### config.mk
export PLATFORM = sky130hd
export DESIGN_NAME = smx_ctrl
export DESIGN_NICKNAME = d
export VERILOG_FILES = /design/src/design/smx_pkg.sv /design/src/design/smx_ctrl.sv
export SDC_FILE = /design/constraint.sdc
export NUM_CORES = 1
export LEC_CHECK = 0
export BUFFER_PORTS_ARGS = -buffer_cell sky130_fd_sc_hd__buf_2
export CORE_AREA = 2 2 39 41
export CTS_CLUSTER_DIAMETER = 80
export DETAILED_ROUTE_END_ITERATION = 10
export DIE_AREA = 0 0 41 43
export GPL_TIMING_DRIVEN = 0
export MAX_ROUTING_LAYER = met4
export PLACE_DENSITY = 0.57
export SLEW_MARGIN = 20
export SYNTH_ARGS = -nofsm -noshare
export SYNTH_HDL_FRONTEND = slang
export SYNTH_SLANG_ARGS = --single-unit
### constraint.sdc
create_clock -name clk -period 3.2 [get_ports clk]
set_input_delay 0.64 -clock clk [delete_from_list [all_inputs] [get_ports clk]]
set_output_delay 0.64 -clock clk [all_outputs]
set_load 0.02 [all_outputs]
### src/design/smx_pkg.sv
`timescale 1ns / 1ps
// Shared types and constants for the stack machine executor.
// No dependencies; imported by every module of the block.
package smx_pkg;

    localparam int STACK_DEPTH_DEF = 1024;
    localparam int FRAME_DEPTH_DEF = 1024;
    localparam int CODE_BYTES_DEF  = 1024;

    localparam int DATA_W = 32;
    localparam int CMD_W  = 5;
    localparam int CFG_W  = 10;
    localparam int STAT_W = 3;

    typedef enum logic [CMD_W-1:0] {
        OP_ADD   = 5'd0,
        OP_NEG   = 5'd1,
        OP_MUL   = 5'd2,
        OP_DIV   = 5'd3,
        OP_MOD   = 5'd4,
        OP_EQ    = 5'd5,
        OP_GT    = 5'd6,
        OP_LT    = 5'd7,
        OP_GE    = 5'd8,
        OP_LE    = 5'd9,
        OP_AND   = 5'd10,
        OP_OR    = 5'd11,
        OP_JMP   = 5'd12,
        OP_JF    = 5'd13,
        OP_STORE = 5'd14,
        OP_LOAD  = 5'd15,
        OP_PUSH  = 5'd16,
        OP_POP   = 5'd17,
        OP_HALT  = 5'd18,
        OP_CALL  = 5'd19,
        OP_RET   = 5'd20
    } smx_op_t;

    typedef enum logic [STAT_W-1:0] {
        ST_OK   = 3'd0,
        ST_SOVF = 3'd1,
        ST_SUNF = 3'd2,
        ST_FOVF = 3'd3,
        ST_FUNF = 3'd4,
        ST_DIV0 = 3'd5
    } smx_status_t;

    // controller -> datapath
    typedef struct packed {
        logic load;       // capture the input beat
        logic exec;       // check and commit the first step
        logic opnd;       // second operand ready: commit binary op or load
        logic div_start;  // launch the divider
        logic div_fin;    // commit quotient or remainder
        logic rd_top;     // read the new top slot after a store
        logic refill;     // reload the cached top (and frame base on ret)
        logic out_load;   // fill the output register
    } smx_cmd_t;

    // datapath -> controller
    typedef struct packed {
        logic stopped;
        logic err;
        logic two_step;
        logic is_div;
        logic refill;
        logic late_read;
        logic div_done;
    } smx_stat_t;

endpackage

### src/design/smx_ctrl.sv
`timescale 1ns / 1ps
// Controller: sequences each instruction through the datapath and owns
// the stream handshakes. Depends on smx_pkg.
module smx_ctrl
    import smx_pkg::*;
(
    input  logic      clk,
    input  logic      rst_n,
    input  logic      s_tvalid,
    output logic      s_tready,
    output logic      m_tvalid,
    input  logic      m_tready,
    input  smx_stat_t stat,
    output smx_cmd_t  cmd
);

    typedef enum logic [2:0] {
        S_IDLE,
        S_EXEC,
        S_OPND,
        S_DIV,
        S_RDTOP,
        S_REFILL,
        S_OUT
    } state_t;

    state_t state_reg;
    state_t state_next;
    logic   m_tvalid_reg;
    logic   out_free;

    assign out_free = !m_tvalid_reg || m_tready;
    assign s_tready = (state_reg == S_IDLE);
    assign m_tvalid = m_tvalid_reg;

    always_comb
    begin
        cmd            = '0;
        cmd.load       = (state_reg == S_IDLE) && s_tvalid;
        cmd.exec       = (state_reg == S_EXEC);
        cmd.opnd       = (state_reg == S_OPND) && !stat.is_div;
        cmd.div_start  = (state_reg == S_OPND) && stat.is_div;
        cmd.div_fin    = (state_reg == S_DIV) && stat.div_done;
        cmd.rd_top     = (state_reg == S_RDTOP);
        cmd.refill     = (state_reg == S_REFILL);
        cmd.out_load   = (state_reg == S_OUT) && out_free;

        state_next = state_reg;
        case (state_reg)
            S_IDLE:
                if (s_tvalid) state_next = S_EXEC;
            S_EXEC:
                if (stat.stopped || stat.err) state_next = S_OUT;
                else if (stat.two_step || stat.is_div) state_next = S_OPND;
                else if (stat.refill) state_next = S_REFILL;
                else if (stat.late_read) state_next = S_RDTOP;
                else state_next = S_OUT;
            S_OPND:
                state_next = stat.is_div ? S_DIV : S_OUT;
            S_DIV:
                if (stat.div_done) state_next = S_OUT;
            S_RDTOP:
                state_next = S_REFILL;
            S_REFILL:
                state_next = S_OUT;
            S_OUT:
                if (out_free) state_next = S_IDLE;
            default:
                state_next = S_IDLE;
        endcase
    end

    always_ff @(posedge clk or negedge rst_n)
    begin
        if (!rst_n)
        begin
            state_reg    <= S_IDLE;
            m_tvalid_reg <= 1'b0;
        end
        else
        begin
            state_reg <= state_next;
            if (cmd.out_load)
                m_tvalid_reg <= 1'b1;
            else if (m_tready)
                m_tvalid_reg <= 1'b0;
        end
    end

    a_out_from_out_state: assert property (@(posedge clk) disable iff (!rst_n)
        $rose(m_tvalid_reg) |-> $past(state_reg) == S_OUT)
        else $error("result raised outside the output step");

endmodule

==> impl_metrics.csv <==
group,metric,value,unit
status,status,"complete, no violations",
power_and_ir_drop,p_leak,0.241,nW
logic_synthesis,syn-mean-instance-area,8.70,um2
layout,final_core_util,36.1,%
cts,postCtsHoldBufs,0,
layout,area_growth,40.0,%
sta,worstMarginPinSlew,300,ps
logic_synthesis,synth_common_cells,"dfrtp_1, nor2_1, nand2_1, nand2b_1",
sta,slew_viol_final,0,
floorplan,die_h,43,um
sta,slew_headroom,79.8,%
sta,period_share,62.0,%
setup_path,slowest_stage,"dfrtp_1",
sta,grt_setup_unrepaired,"false",
sta,setup_viol,0,
route,postRouteAntennaNets,0,
logic_synthesis,seq_area_frac_synth,28.1,%
global_route,globalRouteOverflowTotal,0,
logic_synthesis,synth_nets,52,
sta,finalHoldViolCount,0,
setup_path,cp-start-kind,"flop",
cts,cts_resized,0,
cts,clk_pin_slew,40,ps
sta,whs,205,ps
sta,final.setup.tns,0,ps
sta,post-route-min-period,1980,ps
route,via_per_inst,4.83,
setup_path,cp_cell_sequence,"buf_4 > nor4bb_1 > buf_2",
route,avgRoutedWirePerCell,10.6,um
power_and_ir_drop,peakVddDrop,0.358,mV
layout,largest_reg_flops,3,
hold_path,min_path_type,"input port to async pin",
sta,fmax,504,MHz
global_route,antenna_found_initial,0,
setup_path,worstSetupPathType,"flop to output pin",
logic_synthesis,synth-main-ff-cell,"dfrtp_1",
route,vias,386,
route,drtIter0Drc,3,
sta,fin_ws,1220,ps
logic_synthesis,ys_async_sr_fraction,100,%
place,dp_hpwl,706,um
floorplan,core,1380,um2
cts,post-cts-setup-buffer-count,0,
layout,drive_gt1_share,51.6,%
layout,num_antenna_cells,0,
floorplan,die_w,41,um
route,drt_wl_total,846,um
floorplan,start_util,25.8,%
job,drv_cap,0,
cts,clk_latency,230,ps
logic_synthesis,ys_top_cells_by_area,"dfrtp_1, buf_6, nand2b_1, o41ai_2, nor2_1",
logic_synthesis,synth-seq-cells,4,
logic_synthesis,netlist.area_leader.share,28.1,%
layout,nets,77,
floorplan,rows,14,
setup_path,max_stage_delay,460,ps
place,dpl_worst_slack,1320,ps
logic_synthesis,synth_top_cell_by_area,"dfrtp_1",
setup_path,crit_fanout,10,
cts,htreeDepth,1,
cts,cts-root-buf,"clkbuf_4",
logic_synthesis,netlist_instances,41,
sta,finClkSkew,0.891,ps
logic_synthesis,mappedNetlistArea,357,um2
route,dr.pass1.iters,4,
power_and_ir_drop,p_per_area,1010,nW/um2
cts,clock_sinks,4,
layout,num-fill-cells,157,
power_and_ir_drop,total_power,0.505,mW
floorplan,ios,21,
setup_path,arrival,1340,ps
global_route,grt_max_degree,11,
setup_path,worst-endpoint-required,2560,ps
global_route,grt_pass1_vias,344,
route,drc,0,
logic_synthesis,synth.distinct_cells,26,
cts,tritoncts,"done",
place,gp_congestion,0.641,
floorplan,die_area,1760,um2
global_route,grt_pass1_wl,1290,um
global_route,grt_usage,11.3,%
place,io_buffers,20,
logic_synthesis,synth_enable_flop_cells,0,
setup_path,end_kind,"output pin",
cts,cts_made_buffers,3,
cts,clk_path_buf_depth,2,
logic_synthesis,yosysWarningCount,0,
critical path, delay by kind of cell (launching register included):
| family | cells | cell delay [ps] |
|---|---|---|
| flops | 1 | 460 |
| simple gates | 1 | 230 |
| buf+inv | 2 | 420 |
per-layer routing:
| layer | GRT usage, % | vias up | routed length (um) |
|---|---|---|---|
| met1 | 12.4 | 176 | 369 |
| met4 | 10.0 | 0 | 0 |
| met2 | 16.6 | 13 | 419 |
| met3 | 1.57 | 0 | 57 |
| met5 | - | - | 0 |
| li1 | - | 197 | - |
where the power goes:
| group | leakage, nW | switching [mW] | internal, mW |
|---|---|---|---|
| Clock | 0.0138 | 0.0186 | 0.0418 |
| Combinational | 0.177 | 0.196 | 0.140 |
| Sequential | 0.0499 | 0.0310 | 0.0771 |
| Total | 0.241 | 0.246 | 0.259 |
cells in the final DEF (no fill, tap or decap):
cell      count
buf_4         1
nor2b_1       2
clkbuf_4      3
buf_6         2
o21ai_1       2
nand3b_1      1
nor3_2        1
nand2b_1      3
buf_2        20
nor4bb_1      1
nor3b_1       1
dfrtp_1       4
a21oi_2       1
o41ai_2       1
inv_2         1
o21ai_2       1
and2_1        1
nor3_1        1
nor4_1        1
nor4_2        1
o21ai_0       2
nand2_1       3
o22ai_1       1
a21oi_1       2
nor2_1        4
o32ai_1       1
a31oi_1       1
nor4b_2       1
through the flow:
step / area, um2 / cells
5_1_grt: 499 / 80
3_5_place_dp: 477 / 77
2_1_floorplan: 357 / 41
4_1_cts: 499 / 80
3_3_place_gp: 477 / 77
6_report: 499 / 80
area by class of cell:
type	count	area (um2)	area share, %
buffer	3	30.0	6.02
clock buffer	3	22.5	4.51
inverter	1	3.75	0.752
multi-input combinational	33	223	44.6
sequential	4	100	20.1
tap	16	20.0	4.01
timing repair buffer	20	100	20.1
worst paths after layout:
kind	startpoint	slack [ps]	depth (start not counted)	end
max in group asynchronous	rst_n	2880	1	state_reg[2]
max reg2reg	state_reg[2]	1940	4	state_reg[2]
min	rst_n	210	1	state_reg[0]
min in group clk	m_tvalid	530	2	m_tvalid
min reg2reg	m_tvalid	530	2	m_tvalid
max	state_reg[2]	1220	3	cmd[4]
logic make-up (layout without fill, tap and decap cells):
| family | after synthesis | in the layout | share of synthesized area, % |
|---|---|---|---|
| AOI/OAI and AO/OA | 12 | 12 | 23.9 |
| DFF | 4 | 4 | 28.1 |
| and+or+nand+nor | 21 | 21 | 38.6 |
| buffers and inverters | 4 | 27 | 9.47 |
(Power assumes the default switching activity.)
